<file path="src/hdl/lfps_pkg.sv">
// shared types, widths and codes of the lathe feed pass sequencer
`default_nettype none

package lfps_pkg;

	localparam int POS_W      = 32;
	localparam int SPEED_W    = 23;
	localparam int MOTION_W   = 3;
	localparam int STEP_W     = 3;
	localparam int PASS_W     = 8;
	localparam int CFG_IDX_W  = 3;
	localparam int CFG_DATA_W = 16;

	// motion command codes
	localparam logic [MOTION_W-1:0] MV_NONE  = 3'd0;
	localparam logic [MOTION_W-1:0] MV_STOP  = 3'd1;
	localparam logic [MOTION_W-1:0] MV_LEFT  = 3'd2;
	localparam logic [MOTION_W-1:0] MV_RIGHT = 3'd3;
	localparam logic [MOTION_W-1:0] MV_UP    = 3'd4;
	localparam logic [MOTION_W-1:0] MV_DOWN  = 3'd5;

	// configuration register indexes
	localparam logic [CFG_IDX_W-1:0] CFG_FEED_MODE      = 3'd0;
	localparam logic [CFG_IDX_W-1:0] CFG_PASS_TOTAL     = 3'd1;
	localparam logic [CFG_IDX_W-1:0] CFG_FEED_PER_REV   = 3'd2;
	localparam logic [CFG_IDX_W-1:0] CFG_SPINDLE_SPEED  = 3'd3;
	localparam logic [CFG_IDX_W-1:0] CFG_TRAVERSE_SPEED = 3'd4;
	localparam logic [CFG_IDX_W-1:0] CFG_PASS_DEPTH     = 3'd5;
	localparam logic [CFG_IDX_W-1:0] CFG_RETRACT_OFFSET = 3'd6;

	// mm/min to hundredths of mm/min
	localparam logic [SPEED_W-1:0] RAPID_SCALE = 23'd100;

	typedef enum logic [STEP_W-1:0] {
		STEP_START       = 3'd0,
		STEP_FEED_BEGIN  = 3'd1,
		STEP_FEED        = 3'd2,
		STEP_RETRACT     = 3'd3,
		STEP_RETURN      = 3'd4,
		STEP_INFEED      = 3'd5,
		STEP_REENTER     = 3'd6,
		STEP_COUNT       = 3'd7
	} step_t;

	typedef struct packed {
		logic [1:0]  feed_mode;
		logic [7:0]  pass_total;
		logic [9:0]  feed_per_rev;
		logic [12:0] spindle_speed;
		logic [15:0] traverse_speed;
		logic [15:0] pass_depth;
		logic [15:0] retract_offset;
	} cfg_t;

	typedef struct packed {
		logic             kind;
		logic             at_left_limit;
		logic             at_right_limit;
		logic             at_up_limit;
		logic             at_down_limit;
		logic             left_limit_defined;
		logic             right_limit_defined;
		logic [POS_W-1:0] cross_position;
	} in_item_t;

	typedef struct packed {
		logic [MOTION_W-1:0] motion;
		logic [SPEED_W-1:0]  speed;
		logic [STEP_W-1:0]   step_now;
		logic [PASS_W-1:0]   passes_finished;
		logic                job_complete;
		logic                error_no_limits;
		logic                error_not_at_start;
		logic                display_update;
		logic [POS_W-1:0]    up_limit_position;
		logic [POS_W-1:0]    down_limit_position;
		logic                up_limit_armed;
		logic                down_limit_armed;
	} out_item_t;

	typedef struct packed {
		step_t            step;
		logic [PASS_W-1:0] pass_count;
		logic [POS_W-1:0] up_pos;
		logic [POS_W-1:0] down_pos;
		logic             up_armed;
		logic             down_armed;
	} seq_state_t;

endpackage

`default_nettype wire

</file>
<file path="src/hdl/lfps_ifs.sv">
// channel interfaces: tick items, result items and configuration writes
`default_nettype none

interface lfps_item_if;
	import lfps_pkg::*;

	logic             valid;
	logic             ready;
	logic             kind;
	logic             at_left_limit;
	logic             at_right_limit;
	logic             at_up_limit;
	logic             at_down_limit;
	logic             left_limit_defined;
	logic             right_limit_defined;
	logic [POS_W-1:0] cross_position;

	modport source (output valid, kind, at_left_limit, at_right_limit, at_up_limit,
		at_down_limit, left_limit_defined, right_limit_defined, cross_position,
		input ready);
	modport sink (input valid, kind, at_left_limit, at_right_limit, at_up_limit,
		at_down_limit, left_limit_defined, right_limit_defined, cross_position,
		output ready);
endinterface

interface lfps_result_if;
	import lfps_pkg::*;

	logic                valid;
	logic                ready;
	logic [MOTION_W-1:0] motion;
	logic [SPEED_W-1:0]  speed;
	logic [STEP_W-1:0]   step_now;
	logic [PASS_W-1:0]   passes_finished;
	logic                job_complete;
	logic                error_no_limits;
	logic                error_not_at_start;
	logic                display_update;
	logic [POS_W-1:0]    up_limit_position;
	logic [POS_W-1:0]    down_limit_position;
	logic                up_limit_armed;
	logic                down_limit_armed;

	modport source (output valid, motion, speed, step_now, passes_finished, job_complete,
		error_no_limits, error_not_at_start, display_update, up_limit_position,
		down_limit_position, up_limit_armed, down_limit_armed, input ready);
	modport sink (input valid, motion, speed, step_now, passes_finished, job_complete,
		error_no_limits, error_not_at_start, display_update, up_limit_position,
		down_limit_position, up_limit_armed, down_limit_armed, output ready);
endinterface

interface lfps_cfg_if;
	import lfps_pkg::*;

	logic                  valid;
	logic                  ready;
	logic [CFG_IDX_W-1:0]  index;
	logic [CFG_DATA_W-1:0] data;

	modport source (output valid, index, data, input ready);
	modport sink (input valid, index, data, output ready);
endinterface

`default_nettype wire

</file>
<file path="src/hdl/lfps_cfg_regs.sv">
// configuration register file
`default_nettype none

module lfps_cfg_regs (
	input  wire logic     clk,
	input  wire logic     arst_n,
	lfps_cfg_if.sink      cfg,
	output lfps_pkg::cfg_t regs
);
	import lfps_pkg::*;

	cfg_t regs_q;

	assign cfg.ready = 1'b1;
	assign regs      = regs_q;

	always_ff @(posedge clk or negedge arst_n) begin
		if (!arst_n) begin
			regs_q.feed_mode      <= 2'd0;
			regs_q.pass_total     <= 8'd1;
			regs_q.feed_per_rev   <= 10'd10;
			regs_q.spindle_speed  <= 13'd0;
			regs_q.traverse_speed <= 16'd0;
			regs_q.pass_depth     <= 16'd0;
			regs_q.retract_offset <= 16'd0;
		end else if (cfg.valid) begin
			case (cfg.index)
				CFG_FEED_MODE:      regs_q.feed_mode      <= cfg.data[1:0];
				CFG_PASS_TOTAL:     regs_q.pass_total     <= cfg.data[7:0];
				CFG_FEED_PER_REV:   regs_q.feed_per_rev   <= cfg.data[9:0];
				CFG_SPINDLE_SPEED:  regs_q.spindle_speed  <= cfg.data[12:0];
				CFG_TRAVERSE_SPEED: regs_q.traverse_speed <= cfg.data;
				CFG_PASS_DEPTH:     regs_q.pass_depth     <= cfg.data;
				CFG_RETRACT_OFFSET: regs_q.retract_offset <= cfg.data;
				default: ;
			endcase
		end
	end

endmodule

`default_nettype wire

</file>
<file path="src/hdl/lfps_step_logic.sv">
// one sequencer step: next state and result item for one tick or reset item
`default_nettype none

module lfps_step_logic (
	input  wire lfps_pkg::cfg_t       cfg,
	input  wire lfps_pkg::in_item_t   it,
	input  wire lfps_pkg::seq_state_t cur,
	output lfps_pkg::seq_state_t nxt,
	output lfps_pkg::out_item_t  res
);
	import lfps_pkg::*;

	logic               internal_cut;
	logic               feed_left;
	logic               at_start;
	logic               at_end;
	logic               both_defined;
	logic               retracted;
	logic               reentered;
	logic [MOTION_W-1:0] feed_dir;
	logic [MOTION_W-1:0] back_dir;
	logic [SPEED_W-1:0] feed_speed;
	logic [SPEED_W-1:0] rapid_speed;
	logic               count_run;
	logic [PASS_W-1:0]  pass_next;
	logic               count_done;

	assign internal_cut = cfg.feed_mode[1];
	assign feed_left    = !cfg.feed_mode[0];
	assign at_start     = feed_left ? it.at_right_limit : it.at_left_limit;
	assign at_end       = feed_left ? it.at_left_limit : it.at_right_limit;
	assign both_defined = it.left_limit_defined && it.right_limit_defined;
	assign retracted    = internal_cut ? it.at_up_limit : it.at_down_limit;
	assign reentered    = internal_cut ? it.at_down_limit : it.at_up_limit;
	assign feed_dir     = feed_left ? MV_LEFT : MV_RIGHT;
	assign back_dir     = feed_left ? MV_RIGHT : MV_LEFT;

	// 10x13 and 16x7 products, both fit 23 bits
	assign feed_speed  = {13'd0, cfg.feed_per_rev} * {10'd0, cfg.spindle_speed};
	assign rapid_speed = {7'd0, cfg.traverse_speed} * RAPID_SCALE;

	// pass count saturates at the total
	assign count_run  = it.kind &&
		((cur.step == STEP_RETURN && at_start) || cur.step == STEP_COUNT);
	assign pass_next  = (cur.pass_count < cfg.pass_total) ? cur.pass_count + 8'd1
		: cur.pass_count;
	assign count_done = pass_next >= cfg.pass_total;

	// next state
	always_comb begin
		nxt = cur;
		if (!it.kind) begin
			nxt.step       = STEP_START;
			nxt.pass_count = '0;
		end else if (count_run) begin
			nxt.pass_count = pass_next;
			nxt.step       = count_done ? STEP_COUNT : STEP_INFEED;
		end else begin
			case (cur.step)
				STEP_START: begin
					if (at_start && both_defined) begin
						nxt.step = STEP_FEED_BEGIN;
						if (internal_cut) begin
							nxt.down_pos   = it.cross_position;
							nxt.down_armed = 1'b1;
						end else begin
							nxt.up_pos   = it.cross_position;
							nxt.up_armed = 1'b1;
						end
					end
				end
				STEP_FEED_BEGIN: nxt.step = STEP_FEED;
				STEP_FEED: begin
					if (at_end) begin
						nxt.step = STEP_RETRACT;
						if (internal_cut) begin
							nxt.up_pos   = it.cross_position + {16'd0, cfg.retract_offset};
							nxt.up_armed = 1'b1;
						end else begin
							nxt.down_pos   = it.cross_position - {16'd0, cfg.retract_offset};
							nxt.down_armed = 1'b1;
						end
					end
				end
				STEP_RETRACT: begin
					if (retracted) begin
						nxt.step = STEP_RETURN;
					end
				end
				STEP_INFEED: begin
					nxt.step = STEP_REENTER;
					if (internal_cut) begin
						nxt.down_pos = cur.down_pos - {16'd0, cfg.pass_depth};
					end else begin
						nxt.up_pos = cur.up_pos + {16'd0, cfg.pass_depth};
					end
				end
				STEP_REENTER: begin
					if (reentered) begin
						nxt.step = STEP_FEED_BEGIN;
					end
				end
				default: ;
			endcase
		end
	end

	// result item
	always_comb begin
		res = '0;
		if (it.kind) begin
			if (count_run) begin
				res.job_complete   = count_done;
				res.display_update = 1'b1;
			end else begin
				case (cur.step)
					STEP_START: begin
						res.motion = MV_STOP;
						if (!(at_start && both_defined)) begin
							res.display_update     = 1'b1;
							res.error_no_limits    = !both_defined;
							res.error_not_at_start = both_defined;
						end
					end
					STEP_FEED_BEGIN: begin
						res.motion = feed_dir;
						res.speed  = feed_speed;
					end
					STEP_FEED: begin
						if (at_end) begin
							res.motion = internal_cut ? MV_UP : MV_DOWN;
							res.speed  = rapid_speed;
						end else begin
							res.motion = feed_dir;
							res.speed  = feed_speed;
						end
					end
					STEP_RETRACT: begin
						if (retracted) begin
							res.motion = back_dir;
							res.speed  = rapid_speed;
						end
					end
					STEP_INFEED: begin
						res.motion = internal_cut ? MV_DOWN : MV_UP;
						res.speed  = rapid_speed;
					end
					default: ;
				endcase
			end
		end
		res.step_now            = nxt.step;
		res.passes_finished     = nxt.pass_count;
		res.up_limit_position   = nxt.up_pos;
		res.down_limit_position = nxt.down_pos;
		res.up_limit_armed      = nxt.up_armed;
		res.down_limit_armed    = nxt.down_armed;
	end

endmodule

`default_nettype wire

</file>
<file path="src/hdl/lathe_feed_pass_sequencer_unit.sv">
// top level of the lathe multi-pass power-feed sequencer
`default_nettype none

// Multi-pass power-feed sequencer for a lathe. Each item on the item channel is
// either a sequence reset (kind 0) or one sequencer tick (kind 1) carrying the
// limit switch flags and the cross slide position; each item gives exactly one
// result item with the motion command, its speed in 0.01 mm/min, the step and
// pass count after the item, error and display flags and the limit state.
// Rate: one item per clock cycle sustained while results are taken at once.
// The item enters an input register; once the result register is empty or
// being taken, one pass of the step logic (including the two speed
// multipliers) fills the result register and the sequencer state in the same
// edge, so the state loop holds only the state register. The item channel
// stays ready while the input register is empty or moving on, which it does
// whenever the result register is empty or being taken. Configuration writes
// are always accepted, but must only be issued while no item is in flight.
// Limit positions wrap modulo 2^32.

module lathe_feed_pass_sequencer_unit (
	input  wire logic  clk,
	input  wire logic  arst_n,
	lfps_item_if.sink   item,
	lfps_result_if.source result,
	lfps_cfg_if.sink    cfg
);
	import lfps_pkg::*;

	cfg_t       cfg_regs;
	in_item_t   item_in;
	in_item_t   item_s1;
	logic       valid_s1;
	seq_state_t state_q;
	seq_state_t state_next;
	out_item_t  res_next;
	out_item_t  result_q;
	logic       result_valid_q;
	logic       advance;

	// configuration registers
	lfps_cfg_regs u_cfg_regs (
		.clk    (clk),
		.arst_n (arst_n),
		.cfg    (cfg),
		.regs   (cfg_regs)
	);

	// gather the incoming transaction
	assign item_in.kind                = item.kind;
	assign item_in.at_left_limit       = item.at_left_limit;
	assign item_in.at_right_limit      = item.at_right_limit;
	assign item_in.at_up_limit         = item.at_up_limit;
	assign item_in.at_down_limit       = item.at_down_limit;
	assign item_in.left_limit_defined  = item.left_limit_defined;
	assign item_in.right_limit_defined = item.right_limit_defined;
	assign item_in.cross_position      = item.cross_position;

	// stage 1 moves on when the result register is free or being drained
	assign advance    = valid_s1 && (!result_valid_q || result.ready);
	assign item.ready = !valid_s1 || advance;

	always_ff @(posedge clk or negedge arst_n) begin
		if (!arst_n) begin
			valid_s1 <= 1'b0;
		end else if (item.ready) begin
			valid_s1 <= item.valid;
		end
	end

	// payload only, no reset needed
	always_ff @(posedge clk) begin
		if (item.ready && item.valid) begin
			item_s1 <= item_in;
		end
	end

	// step logic for the item in stage 1
	lfps_step_logic u_step_logic (
		.cfg (cfg_regs),
		.it  (item_s1),
		.cur (state_q),
		.nxt (state_next),
		.res (res_next)
	);

	// sequencer state commits together with the result
	always_ff @(posedge clk or negedge arst_n) begin
		if (!arst_n) begin
			state_q <= '0;
		end else if (advance) begin
			state_q <= state_next;
		end
	end

	always_ff @(posedge clk or negedge arst_n) begin
		if (!arst_n) begin
			result_valid_q <= 1'b0;
		end else if (advance) begin
			result_valid_q <= 1'b1;
		end else if (result.ready) begin
			result_valid_q <= 1'b0;
		end
	end

	always_ff @(posedge clk) begin
		if (advance) begin
			result_q <= res_next;
		end
	end

	// result channel
	assign result.valid               = result_valid_q;
	assign result.motion              = result_q.motion;
	assign result.speed               = result_q.speed;
	assign result.step_now            = result_q.step_now;
	assign result.passes_finished     = result_q.passes_finished;
	assign result.job_complete        = result_q.job_complete;
	assign result.error_no_limits     = result_q.error_no_limits;
	assign result.error_not_at_start  = result_q.error_not_at_start;
	assign result.display_update      = result_q.display_update;
	assign result.up_limit_position   = result_q.up_limit_position;
	assign result.down_limit_position = result_q.down_limit_position;
	assign result.up_limit_armed      = result_q.up_limit_armed;
	assign result.down_limit_armed    = result_q.down_limit_armed;

	// state only moves when a transaction is processed
	a_state_holds: assert property (@(posedge clk) disable iff (!arst_n)
		!advance |=> $stable(state_q))
		else $error("sequencer state changed without a transaction");

	// a sequence reset item clears step and pass count
	a_reset_item: assert property (@(posedge clk) disable iff (!arst_n)
		(advance && !item_s1.kind) |=>
		(state_q.step == STEP_START && state_q.pass_count == '0))
		else $error("reset item did not clear step and pass count");

	// the shown result always matches the committed state
	a_result_tracks_state: assert property (@(posedge clk) disable iff (!arst_n)
		result_valid_q |-> (result_q.step_now == state_q.step &&
		result_q.passes_finished == state_q.pass_count &&
		result_q.up_limit_position == state_q.up_pos &&
		result_q.down_limit_position == state_q.down_pos))
		else $error("result register out of step with sequencer state");

	// job complete only ever leaves the machine in the final step
	a_done_step: assert property (@(posedge clk) disable iff (!arst_n)
		(result_valid_q && result_q.job_complete) |-> result_q.step_now == STEP_COUNT)
		else $error("job complete reported outside the final step");

	// an empty result register never blocks the item channel
	a_ready_when_empty: assert property (@(posedge clk) disable iff (!arst_n)
		!result_valid_q |-> item.ready)
		else $error("item channel stalled with empty result register");

endmodule

`default_nettype wire
</file>
<file path="src/flat_wrapper.sv">
// flat-port wrapper written by rule: the top's interface ports become plain ports
module lathe_feed_pass_sequencer_unit_flat import lfps_pkg::*;
  (clk, arst_n, item_valid, item_kind, item_at_left_limit, item_at_right_limit, item_at_up_limit, item_at_down_limit, item_left_limit_defined, item_right_limit_defined, item_cross_position, item_ready, result_valid, result_motion, result_speed, result_step_now, result_passes_finished, result_job_complete, result_error_no_limits, result_error_not_at_start, result_display_update, result_up_limit_position, result_down_limit_position, result_up_limit_armed, result_down_limit_armed, result_ready, cfg_valid, cfg_index, cfg_data, cfg_ready);
  lfps_item_if item_i ();
  lfps_result_if result_i ();
  lfps_cfg_if cfg_i ();
  input  wire logic clk;
  input  wire logic arst_n;
  input wire logic [$bits(item_i.valid)-1:0] item_valid;
  input wire logic [$bits(item_i.kind)-1:0] item_kind;
  input wire logic [$bits(item_i.at_left_limit)-1:0] item_at_left_limit;
  input wire logic [$bits(item_i.at_right_limit)-1:0] item_at_right_limit;
  input wire logic [$bits(item_i.at_up_limit)-1:0] item_at_up_limit;
  input wire logic [$bits(item_i.at_down_limit)-1:0] item_at_down_limit;
  input wire logic [$bits(item_i.left_limit_defined)-1:0] item_left_limit_defined;
  input wire logic [$bits(item_i.right_limit_defined)-1:0] item_right_limit_defined;
  input wire logic [$bits(item_i.cross_position)-1:0] item_cross_position;
  output wire logic [$bits(item_i.ready)-1:0] item_ready;
  output wire logic [$bits(result_i.valid)-1:0] result_valid;
  output wire logic [$bits(result_i.motion)-1:0] result_motion;
  output wire logic [$bits(result_i.speed)-1:0] result_speed;
  output wire logic [$bits(result_i.step_now)-1:0] result_step_now;
  output wire logic [$bits(result_i.passes_finished)-1:0] result_passes_finished;
  output wire logic [$bits(result_i.job_complete)-1:0] result_job_complete;
  output wire logic [$bits(result_i.error_no_limits)-1:0] result_error_no_limits;
  output wire logic [$bits(result_i.error_not_at_start)-1:0] result_error_not_at_start;
  output wire logic [$bits(result_i.display_update)-1:0] result_display_update;
  output wire logic [$bits(result_i.up_limit_position)-1:0] result_up_limit_position;
  output wire logic [$bits(result_i.down_limit_position)-1:0] result_down_limit_position;
  output wire logic [$bits(result_i.up_limit_armed)-1:0] result_up_limit_armed;
  output wire logic [$bits(result_i.down_limit_armed)-1:0] result_down_limit_armed;
  input wire logic [$bits(result_i.ready)-1:0] result_ready;
  input wire logic [$bits(cfg_i.valid)-1:0] cfg_valid;
  input wire logic [$bits(cfg_i.index)-1:0] cfg_index;
  input wire logic [$bits(cfg_i.data)-1:0] cfg_data;
  output wire logic [$bits(cfg_i.ready)-1:0] cfg_ready;
  assign item_i.valid = item_valid;
  assign item_i.kind = item_kind;
  assign item_i.at_left_limit = item_at_left_limit;
  assign item_i.at_right_limit = item_at_right_limit;
  assign item_i.at_up_limit = item_at_up_limit;
  assign item_i.at_down_limit = item_at_down_limit;
  assign item_i.left_limit_defined = item_left_limit_defined;
  assign item_i.right_limit_defined = item_right_limit_defined;
  assign item_i.cross_position = item_cross_position;
  assign item_ready = item_i.ready;
  assign result_valid = result_i.valid;
  assign result_motion = result_i.motion;
  assign result_speed = result_i.speed;
  assign result_step_now = result_i.step_now;
  assign result_passes_finished = result_i.passes_finished;
  assign result_job_complete = result_i.job_complete;
  assign result_error_no_limits = result_i.error_no_limits;
  assign result_error_not_at_start = result_i.error_not_at_start;
  assign result_display_update = result_i.display_update;
  assign result_up_limit_position = result_i.up_limit_position;
  assign result_down_limit_position = result_i.down_limit_position;
  assign result_up_limit_armed = result_i.up_limit_armed;
  assign result_down_limit_armed = result_i.down_limit_armed;
  assign result_i.ready = result_ready;
  assign cfg_i.valid = cfg_valid;
  assign cfg_i.index = cfg_index;
  assign cfg_i.data = cfg_data;
  assign cfg_ready = cfg_i.ready;
  lathe_feed_pass_sequencer_unit u_core (.clk(clk), .arst_n(arst_n), .item(item_i), .result(result_i), .cfg(cfg_i));
endmodule
</file>
<file path="config.mk">
export PLATFORM = sky130hd
export DESIGN_NAME = lathe_feed_pass_sequencer_unit_flat
export DESIGN_NICKNAME = d
export VERILOG_FILES = /design/src/hdl/lfps_pkg.sv /design/src/hdl/lfps_ifs.sv /design/src/hdl/lfps_cfg_regs.sv /design/src/hdl/lfps_step_logic.sv /design/src/hdl/lathe_feed_pass_sequencer_unit.sv /design/src/flat_wrapper.sv
export SDC_FILE = /design/constraint.sdc
export NUM_CORES = 1
export LEC_CHECK = 0
export ABC_AREA = 1
export BUFFER_PORTS_ARGS = -buffer_cell sky130_fd_sc_hd__buf_2
export CAP_MARGIN = 40
export CORE_MARGIN = 2
export CORE_UTILIZATION = 50
export DETAILED_ROUTE_END_ITERATION = 12
export HOLD_SLACK_MARGIN = 0.15
export PLACE_DENSITY = 0.72
export SETUP_SLACK_MARGIN = 0.2
export SYNTH_ARGS = -nofsm -noshare
export SYNTH_HDL_FRONTEND = slang
export SYNTH_SLANG_ARGS = --single-unit
</file>
<file path="constraint.sdc">
create_clock -name clk -period 16 [get_ports clk]
set_clock_uncertainty 0.15 [all_clocks]
set_input_delay 2.4 -clock clk [delete_from_list [all_inputs] [get_ports clk]]
set_output_delay 2.4 -clock clk [all_outputs]
set_load 0.1 [all_outputs]
</file>
* Word level (Yosys, flattened, before mapping)
Index checks and enable logic that the tools add are counted.
Word-level totals: memory bits (read-only) 0, bits in writable memories 0, output and inout bits 110, bits in latches 0, flip-flop bits (word level) 306, bits of input ports 63, memories 0
Cells by class: bitwise logic cells 2, multipliers 2, shifts and indexed selects 0, div/mod/pow operators 0, order comparisons 2, reduce and logical (&&, ||, !) cells 25, add/sub/neg operators 5, equality and inequality tests 13, mux-type cells 43
Operators by type and width (count):
- $mux W66 | 4
- $mux W32 | 6
- $pmux W64 S3 | 1
- $pmux W23 S4 | 1
- $add A32 B16 Y32 | 2
- $sub A32 B16 Y32 | 2
- $mux W26 | 1
- $mux W25 | 1
- $mul A10 B13 Y23 | 1
- $eq A3 B3 Y1 const B | 7
- $mul A16 B5 Y21 const B | 1
- $pmux W3 S6 | 1
- $mux W1 | 17
- $mux W8 | 2
- $reduce_and A2 Y1 | 8
- $mux W3 | 5
- $pmux W3 S5 | 1
- $eq A3 B2 Y1 const B | 4
- $mux W11 | 1
- $add A8 B1 Y8 const B | 1
- $ge A8 B8 Y1 | 1
- $lt A8 B8 Y1 | 1
- $eq A3 B1 Y1 const B | 2
- $logic_and A1 B1 Y1 | 6
- other kinds (9) | 15

* Logic depth before layout (Yosys ltp)
Gate-level depths: netlist (run 1).
depth after elaboration 6, depth in mapped cells 24, depth with buffers taken out 23

* Cells and area by module
From an unflattened synthesis (run 1), not the netlist that was laid out.
Unflattened totals: cells, all modules 4095, area, all modules 28334.7 sq um
Modules (own cells, without submodules):
- lfps_step_logic | area each 17625.7 sq um, instances 1, cells each 3241
- lathe_feed_pass_sequencer_unit | area each 7524.7 sq um, instances 1, cells each 490
- lfps_cfg_regs | area each 3184.3 sq um, instances 1, cells each 364

* Worst setup path after synthesis (run 1)
Ideal clock, no wire load.
path kind input port to flip-flop, from input result_ready, to register u_core.result_q (netlist bit u_core.result.display_update) (enable), cell stages on the path 6, slack 9.214 ns, data required time 15.337 ns, setup time 0.513 ns, arrival time 6.123 ns, cell sequence inv_1 > nand2_1 > nand2_1 > inv_1 > clkbuf_1 > clkbuf_1
On the way: longest elaborated chain between the ends 2
Ends and longest elaborated chain:
- from (decl) | line flat_wrapper.sv:32 | input wire logic [$bits(result_i.ready)-1:0] result_ready;
- $logic_or A1 B1 Y1 | line lathe_feed_pass_sequencer_unit.sv:58 | assign advance = valid_s1 && (!result_valid_q || result.ready);
- $logic_and A1 B1 Y1 | line lathe_feed_pass_sequencer_unit.sv:58
- via u_core.advance | line lathe_feed_pass_sequencer_unit.sv:37 | logic advance;
- to (signal assigned) | line lathe_feed_pass_sequencer_unit.sv:106 | result_q <= res_next;
- to (decl) | line lathe_feed_pass_sequencer_unit.sv:35 | out_item_t result_q;
The timed path passes the listed nets, and every way through them passes these cells. A chain may end at the register's enable or synchronous reset.

* Final worst setup path (run 1)
from input result_ready, to output item_ready
On the way: longest elaborated chain between the ends 3
Ends and longest elaborated chain:
- $logic_or A1 B1 Y1 | line lathe_feed_pass_sequencer_unit.sv:58
- $logic_and A1 B1 Y1 | line lathe_feed_pass_sequencer_unit.sv:58
- $logic_or A1 B1 Y1 | line lathe_feed_pass_sequencer_unit.sv:59 | assign item.ready = !valid_s1 || advance;
- to (decl) | line flat_wrapper.sv:18 | output wire logic [$bits(item_i.ready)-1:0] item_ready;
Every way passes these cells.

==> results of run 1 <==
-- registers in the layout, summed over array words and instances, names as in the netlist --
register / cells
u_core.result.step_now: 3
u_core.result.speed: 23
u_core.result.job_complete: 1
u_core.result.down_limit_armed: 1
u_core.result.valid: 1
u_core.u_cfg_regs.regs: 81
u_core.result.passes_finished: 8
u_core.result.error_not_at_start: 1
u_core.state_q: 77
u_core.valid_s1: 1
u_core.result.error_no_limits: 1
u_core.result.up_limit_position: 32
u_core.result.up_limit_armed: 1
u_core.result.down_limit_position: 32
u_core.item_s1: 39
u_core.result.motion: 3
u_core.result.display_update: 1
-- report_power, final --
group          internal, mW  switching (mW)  leakage (nW)  total [mW]
Combinational         0.909            2.35          11.4        3.26
Sequential             1.07           0.225          3.43        1.29
Clock                 0.548           0.362         0.625       0.911
-- worst min path at each step --
stage	start	to	depth (start not counted)
6_report	u_core.state_q[1]	u_core.state_q[1]	2
5_1_grt	u_core.state_q[1]	u_core.state_q[1]	2
4_1_cts	u_core.state_q[1]	u_core.state_q[1]	2
3_5_place_dp	u_core.state_q[1]	u_core.state_q[1]	2
3_3_place_gp	u_core.state_q[1]	u_core.state_q[1]	2
2_1_floorplan	u_core.state_q[0]	u_core.state_q[0]	2
-- stage by stage --
stage | setup WS, ps | hold slack [ps] | utilization [%] | std cells
4_1_cts | 10400 | 320 | 55.4 | 4664
6_report | 10400 | 326 | 55.4 | 4665
2_1_floorplan | 9210 | 277 | - | 3840
5_1_grt | 10150 | 341 | 55.4 | 4664
3_5_place_dp | 10410 | 306 | 53.0 | 4597
3_3_place_gp | 10410 | 287 | 52.9 | 4594
-- worst register-to-register path, stage by stage (launching register included) --
cell     delay, ps
dfstp_2        690
nand2_1        120
fa_1           550
inv_1           50
fa_1           500
inv_1           60
fa_1           520
inv_1           50
fa_1           470
inv_1           40
fa_1           470
inv_1           40
ha_1           330
a21o_1         230
nor2_1         110
nand2_1        110
a21oi_1        210
o21ai_0        130
or2_2          290
nand3_1         70
a21oi_1         70
-- per-layer routing --
| metal | up-vias | track usage [%] | share of wire (%) |
|---|---|---|---|
| li1 | 12600 | - | - |
| met1 | 12100 | 41.6 | 40 |
| met2 | 1174 | 52.5 | 45 |
| met3 | 259 | 3.60 | 6.8 |
| met4 | 0 | 23.7 | 8.3 |
| met5 | - | 0 | 0 |
-- cells in the final DEF, fill, tap and decap left out, types with 4 or more instances in the layout --
| cell | synthesis | layout |
|---|---|---|
| clkbuf_16 | 0 | 37 |
| inv_2 | 21 | 23 |
| nand4_1 | 44 | 44 |
| clkinv_1 | 2 | 5 |
| nor2_1 | 217 | 217 |
| nand3_1 | 365 | 365 |
| or2_2 | 18 | 18 |
| nor3_1 | 50 | 50 |
| nand2_1 | 1123 | 1122 |
| ha_1 | 190 | 190 |
| nand3b_1 | 5 | 5 |
| inv_1 | 635 | 632 |
| o21ai_1 | 20 | 20 |
| a21oi_1 | 221 | 221 |
| a211oi_1 | 12 | 12 |
| clkinv_2 | 0 | 4 |
| a21boi_0 | 7 | 7 |
| xor2_1 | 24 | 24 |
| a221oi_2 | 8 | 8 |
| nor2_4 | 4 | 4 |
| dfrtp_1 | 157 | 157 |
| o2111ai_1 | 6 | 6 |
| fa_1 | 101 | 101 |
| edfxtp_1 | 146 | 146 |
| a31oi_1 | 7 | 7 |
| o21bai_1 | 11 | 11 |
| nand2_2 | 8 | 9 |
| bufinv_16 | 0 | 7 |
| clkbuf_1 | 68 | 6 |
| nor2_2 | 4 | 4 |
| buf_2 | 35 | 170 |
| o211ai_1 | 10 | 10 |
| o22ai_1 | 12 | 12 |
| xnor2_1 | 9 | 9 |
| o21ai_0 | 209 | 209 |
| nor4_1 | 12 | 12 |
| buf_4 | 9 | 10 |
| and2_1 | 24 | 24 |
-- logic make-up after synthesis --
logic type	Yosys count
buffers and inverters	782
xor gates and xnor gates	33
DFF	306
other	1
adders and majority gates	291
AOI/OAI and AO/OA	545
and+or+nand+nor	1882
-- cell type report --
| type | count | area [um^2] | share of cell area [%] |
|---|---|---|---|
| Clock inverter | 23 | 327 | 1.10 |
| Antenna cell | 1 | 2.50 | 0.00842 |
| Tap cell | 696 | 871 | 2.93 |
| Inverter | 659 | 2490 | 8.36 |
| Sequential cell | 306 | 8390 | 28.2 |
| Multi-Input combinational cell | 2752 | 15700 | 52.8 |
| Clock buffer | 44 | 962 | 3.24 |
| Timing Repair Buffer | 184 | 987 | 3.32 |
==> impl_metrics.csv, run 1 <==
group,metric,value,unit
worst_setup_path,required,13450,ps
pwr,leakage,15.4,nW
route,wl_per_cell,19.8,um
synthesis,synth_ff_type,"dfrtp_1",
hold_path,min_path_type,"reg2reg",
worst_setup_path,cp_common_cell,"buf_2",
synthesis,synthXorXnorAreaFrac,1.07,%
cts,clockBufferDepth,3,
placed_design,dp_hpwl,71.4,mm
worst_setup_path,cp.arrival,3050,ps
cells_and_area,final_cell_area,29700,um^2
synthesis,synth.area.mux_share,0,%
timing,finalHoldViolCount,0,
worst_setup_path,critical_path.endpoint,"item_ready",
cts,clkLatencyLatePin,580,ps
worst_setup_path,cp_top_family,"buffers and inverters",
job,max_cap_viol_count,0,
global_route,grt_max_degree,134,
floorplan,die_w,237,um
worst_setup_path,crit_chain,"buf_2, inv_1, nand3_1, buf_2",
worst_setup_path,crit_buf_inv,3,
worst_setup_path,crit_start,"result_ready",
global_route,grt_pass1_wl,141,mm
cells_and_area,nNetsFinal,4294,
floorplan,ios,173,
worst_setup_path,rr_endpoint,"u_core.result.speed[15]",
synthesis,synthAdderAreaFrac,16.2,%
cts,cts_buffers,37,
synthesis,syn_nets,4194,
floorplan,num_rows,85,
global_route,grt-ovfl-total,0,
synthesis,synthSimpleGateAreaFrac,29.4,%
synthesis,synth.largest_area_cell,"edfxtp_1",
route,routed_wl,92.2,mm
cts,cts-root-buf,"clkbuf_16",
synthesis,synthTopCellsByCount,"nand2_1 (1123), inv_1 (635), nand3_1 (365)",
synthesis,synth.area.top_cells,"edfxtp_1 (16%), nand2_1 (16%), dfrtp_1 (14%)",
floorplan,die-height,237,um
synthesis,synthMostInstantiatedCell,"nand2_1",
synthesis,yosysTopAreaCellShare,16.2,%
global_route,grt_pass1_vias,24400,
synthesis,synth_edf_count,146,
cells_and_area,area_growth,9.63,%
cts,clkTransAtPathRegs,60,ps
run_status,status,"finished, final reports clean",
cts,ctsHoldBuffers,0,
route,ant_nets,0,
worst_setup_path,cp-end-kind,"output pin",
cts,cts_tree,"built",
worst_setup_path,cp.depth,4,
floorplan,core,53700,um^2
timing,rsz0062_at_grt,"false",
timing,drv_slew,0,
global_route,antenna_found_initial,1,
cells_and_area,layout-drive-gt1-share,8.27,%
global_route,gr-usage-all-layers,32.9,%
route,dr.pass1.iters,8,
cts,post_cts_buffers,0,
synthesis,async_reset_ff_share,52.3,%
synthesis,synth_seq_cells,306,
floorplan,die_area,56100,um^2
cells_and_area,fill_cells,5186,
worst_setup_path,r2r_cells,20,
worst_setup_path,r2r-start,"u_core.u_cfg_regs.regs[62]",
timing,setup_viol,0,
worst_setup_path,path_max_fanout,3,
placed_design,placed_area,28400,um^2
placed_design,gp_congestion,1.01,
synthesis,synth_top_family_by_area,"simple AND/OR/NAND/NOR gates",
cts,cts_resized,0,
route,viasPerCell,5.59,
synthesis,synth-compound-area-share,11.2,%
synthesis,synth_area,27100,um^2
timing,fin_setup_tns,0,ps
cts,h-tree-depth,2,
synthesis,yosysSeqAreaShare,30.9,%
worst_setup_path,r2r_slack,10450,ps
route,drc_errors,0,
pwr,ir_drop,195,uV
worst_setup_path,cpMaxStageDelayCell,"buf_2",
timing,fmax,179,MHz
timing,slew_headroom,37.9,%
route,num_vias,26100,
timing,period_share,35.0,%
cts,clkSinkCount,306,
synthesis,synthCells,3840,
pwr,finalPower,5.46,mW
placed_design,io_buffers,171,
worst_setup_path,worstSetupStartpointType,"input pin",
timing,min_period,5600,ps
synthesis,avgSynthCellArea,7.06,um^2
worst_setup_path,cp_slowest_stage_delay,440,ps
route,drt_iter0_markers,2568,
pwr,p_per_area,184,nW/um^2
worst_setup_path,setup.worst_path.class,"in2out",
synthesis,synth_warnings,0,
floorplan,start_util,50.5,%
timing,tightest_slew,931,ps
synthesis,yosysUniqueCellTypes,59,
Note: power is estimated with default switching activity, not from simulation.
==> inputs of run 2 (changes only) <==
--- a/config.mk
+++ b/config.mk
@@ -12,7 +12,7 @@
 export CORE_UTILIZATION = 50
 export DETAILED_ROUTE_END_ITERATION = 12
 export HOLD_SLACK_MARGIN = 0.15
-export PLACE_DENSITY = 0.72
+export PLACE_DENSITY = 0.74
 export SETUP_SLACK_MARGIN = 0.2
 export SYNTH_ARGS = -nofsm -noshare
 export SYNTH_HDL_FRONTEND = slang
==> constraint.sdc (replaced) <==
create_clock -name clk -period 5 [get_ports clk]
set_clock_uncertainty 0.15 [all_clocks]
set_input_delay 0.75 -clock clk [delete_from_list [all_inputs] [get_ports clk]]
set_output_delay 0.75 -clock clk [all_outputs]
set_load 0.1 [all_outputs]
==> run 2 against run 1 <==
Effect of this change: the run now ends with setup timing left; design area increased by 4.2%; non-clock buffer count increased by 91; cell count increased by 2.0%; critical path depth increased by 20; largest cell class unchanged.
==> impl_metrics.csv, run 2 (synthesis results as in run 1) <==
group,metric,value,unit
run_status,status,"finished, violations left",
run_status,violations,"setup timing",
global_route,use_met3,5.34,%
pwr,p_per_area,629,nW/um^2
worst_setup_path,cpMaxStageDelayCell,"dfstp_2",
global_route,gr-usage-all-layers,34.3,%
worst_setup_path,cp_top_family,"adder cells",
placed_design,gp_congestion,1.03,
timing,rsz0062_at_grt,"true",
timing,period_share,100,%
global_route,top_usage_layer,"met2",
cells_and_area,area_growth,14.3,%
global_route,grt_pass1_wl,148,mm
placed_design,io_buffers,171,
cts,cts_tree,"built",
worst_setup_path,crit_buf_inv,6,
global_route,antenna_found_initial,2,
route,routed_wl,95.9,mm
job,max_cap_viol_count,0,
route,drc_errors,0,
route,viasPerCell,5.62,
route,ant_nets,0,
pwr,finalPower,19.5,mW
hold_path,min_path_type,"in2reg",
worst_setup_path,cp_common_cell,"fa_1",
worst_setup_path,worstSetupStartpointType,"flop",
worst_setup_path,crit_chain,"nand2_4, fa_1, inv_1, fa_1, inv_1, fa_1, inv_1, fa_1, inv_2, fa_1, inv_2, ha_4, nand2_4, nor2_2, nor2_1, nand2_2, buf_6, nand2_1, nand2_2, nand3_1, nand2_1, a21oi_1, o21ai_1, a21oi_1",
cells_and_area,finalCoreUtilization,57.7,%
cts,cts_buffers,38,
worst_setup_path,cp_slowest_stage_delay,570,ps
route,drt_iter0_markers,2670,
worst_setup_path,cp.arrival,5160,ps
timing,setup_viol,2,
timing,tightest_slew,914,ps
timing,slew_headroom,38.9,%
route,num_vias,26700,
floorplan,ios,173,
cells_and_area,layout_common_cells,"nand2_1 (1102), inv_1 (620), nand3_1 (362)",
timing,drv_slew,0,
timing,min_period,5010,ps
timing,finalHoldViolCount,0,
pwr,ir_drop,489,uV
worst_setup_path,path_max_fanout,3,
route,dr.pass1.iters,10,
global_route,met2_usage,54.8,%
worst_setup_path,required,5150,ps
worst_setup_path,setup.worst_path.class,"reg2reg",
floorplan,core,53700,um^2
cells_and_area,layout-drive-gt1-share,12.5,%
floorplan,num_rows,85,
cts,clkSinkCount,306,
global_route,grt_max_degree,116,
cells_and_area,nNetsFinal,4386,
cts,h-tree-depth,2,
timing,fmax,200,MHz
floorplan,die_w,237,um
floorplan,die-height,237,um
cts,clkTransAtPathRegs,60,ps
cts,clockBufferDepth,3,
route,wl_per_cell,20.1,um
cells_and_area,final_common_cell,"nand2_1",
global_route,grt-ovfl-total,0,
cts,clkLatencyLatePin,590,ps
placed_design,dp_hpwl,73.1,mm
floorplan,die_area,56100,um^2
global_route,grt_use_met1,44.6,%
pwr,leakage,16.0,nW
cells_and_area,antenna_cells,0,
worst_setup_path,cp-end-kind,"flop",
cells_and_area,largest_register_ffs,81,
timing,setup_slack,-7.20,ps
global_route,grt_pass1_vias,25800,
cts,cts-root-buf,"clkbuf_16",
floorplan,start_util,50.5,%
run 2: cell types whose count changed in the layout (fill, tap and decap cells not counted), sizes merged:
cell         change
diode            -1
dlygate4sd3      +1
inv              +2
bufinv           -1
clkbuf           +5
clkinv           -2
buf             +90
clkinvlp         -1
run 2: final timing paths:
| kind | startpoint | end | slack, ps | cells past startpoint |
|---|---|---|---|---|
| hold / removal | item_cross_position[24] | u_core.item_s1[24] | 180 | 1 |
| hold reg to reg | u_core.state_q[1] | u_core.state_q[1] | 320 | 2 |
| min in group asynchronous | arst_n | u_core.state_q[24] | 620 | 2 |
| setup reg to reg | u_core.u_cfg_regs.regs[64] | u_core.result.speed[17] | -7 | 24 |
| setup / recovery | u_core.u_cfg_regs.regs[64] | u_core.result.speed[17] | -7 | 24 |
| max in group asynchronous | arst_n | u_core.u_cfg_regs.regs[69] | 3030 | 3 |
run 2: power breakdown:
group / switching (mW) / total (mW) / internal (mW)
registers: 0.648 / 4.07 / 3.42
logic: 8.43 / 12.4 / 3.96
clock network: 1.23 / 3.04 / 1.81
run 2: layer usage:
metal	wire length, um	vias up
met5	13	-
li1	-	12800
met3	7940	290
met2	42800	1280
met4	5810	2
met1	39300	12400
run 2: cell type report:
| type | count | area (um^2) |
|---|---|---|
| inverters | 659 | 2490 |
| repair buffers | 275 | 1760 |
| fillers | 5070 | 22700 |
| clock buffers | 49 | 1040 |
| clock inverters | 21 | 304 |
| multi-input cells | 2752 | 16100 |
| flip-flops and latches | 306 | 8400 |
| well taps | 696 | 871 |
run 2: metrics by stage:
step	worst slack [ps]	TNS (ps)	instances	area [um^2]	hold WS (ps)
3_3_place_gp	-67.8	-275	4672	29100	287
2_1_floorplan	-68.9	-68.9	3840	27300	277
4_1_cts	5.15	0	4755	30800	173
5_1_grt	-226	-1950	4758	31000	187
6_report	-7.20	-9.47	4758	31000	185
3_5_place_dp	-143	-819	4676	29200	301
run 2: what timing repair did:
| item | in CTS | in global routing |
|---|---|---|
| hold endpoints to repair | 67 | 0 |
| buffers inserted | 8 | 3 |
| gates resized for setup | 58 | 42 |
| hold buffers | 1 | 0 |
| pin swaps | 25 | 17 |
| endpoints found under the setup margin | 16 | 17 |
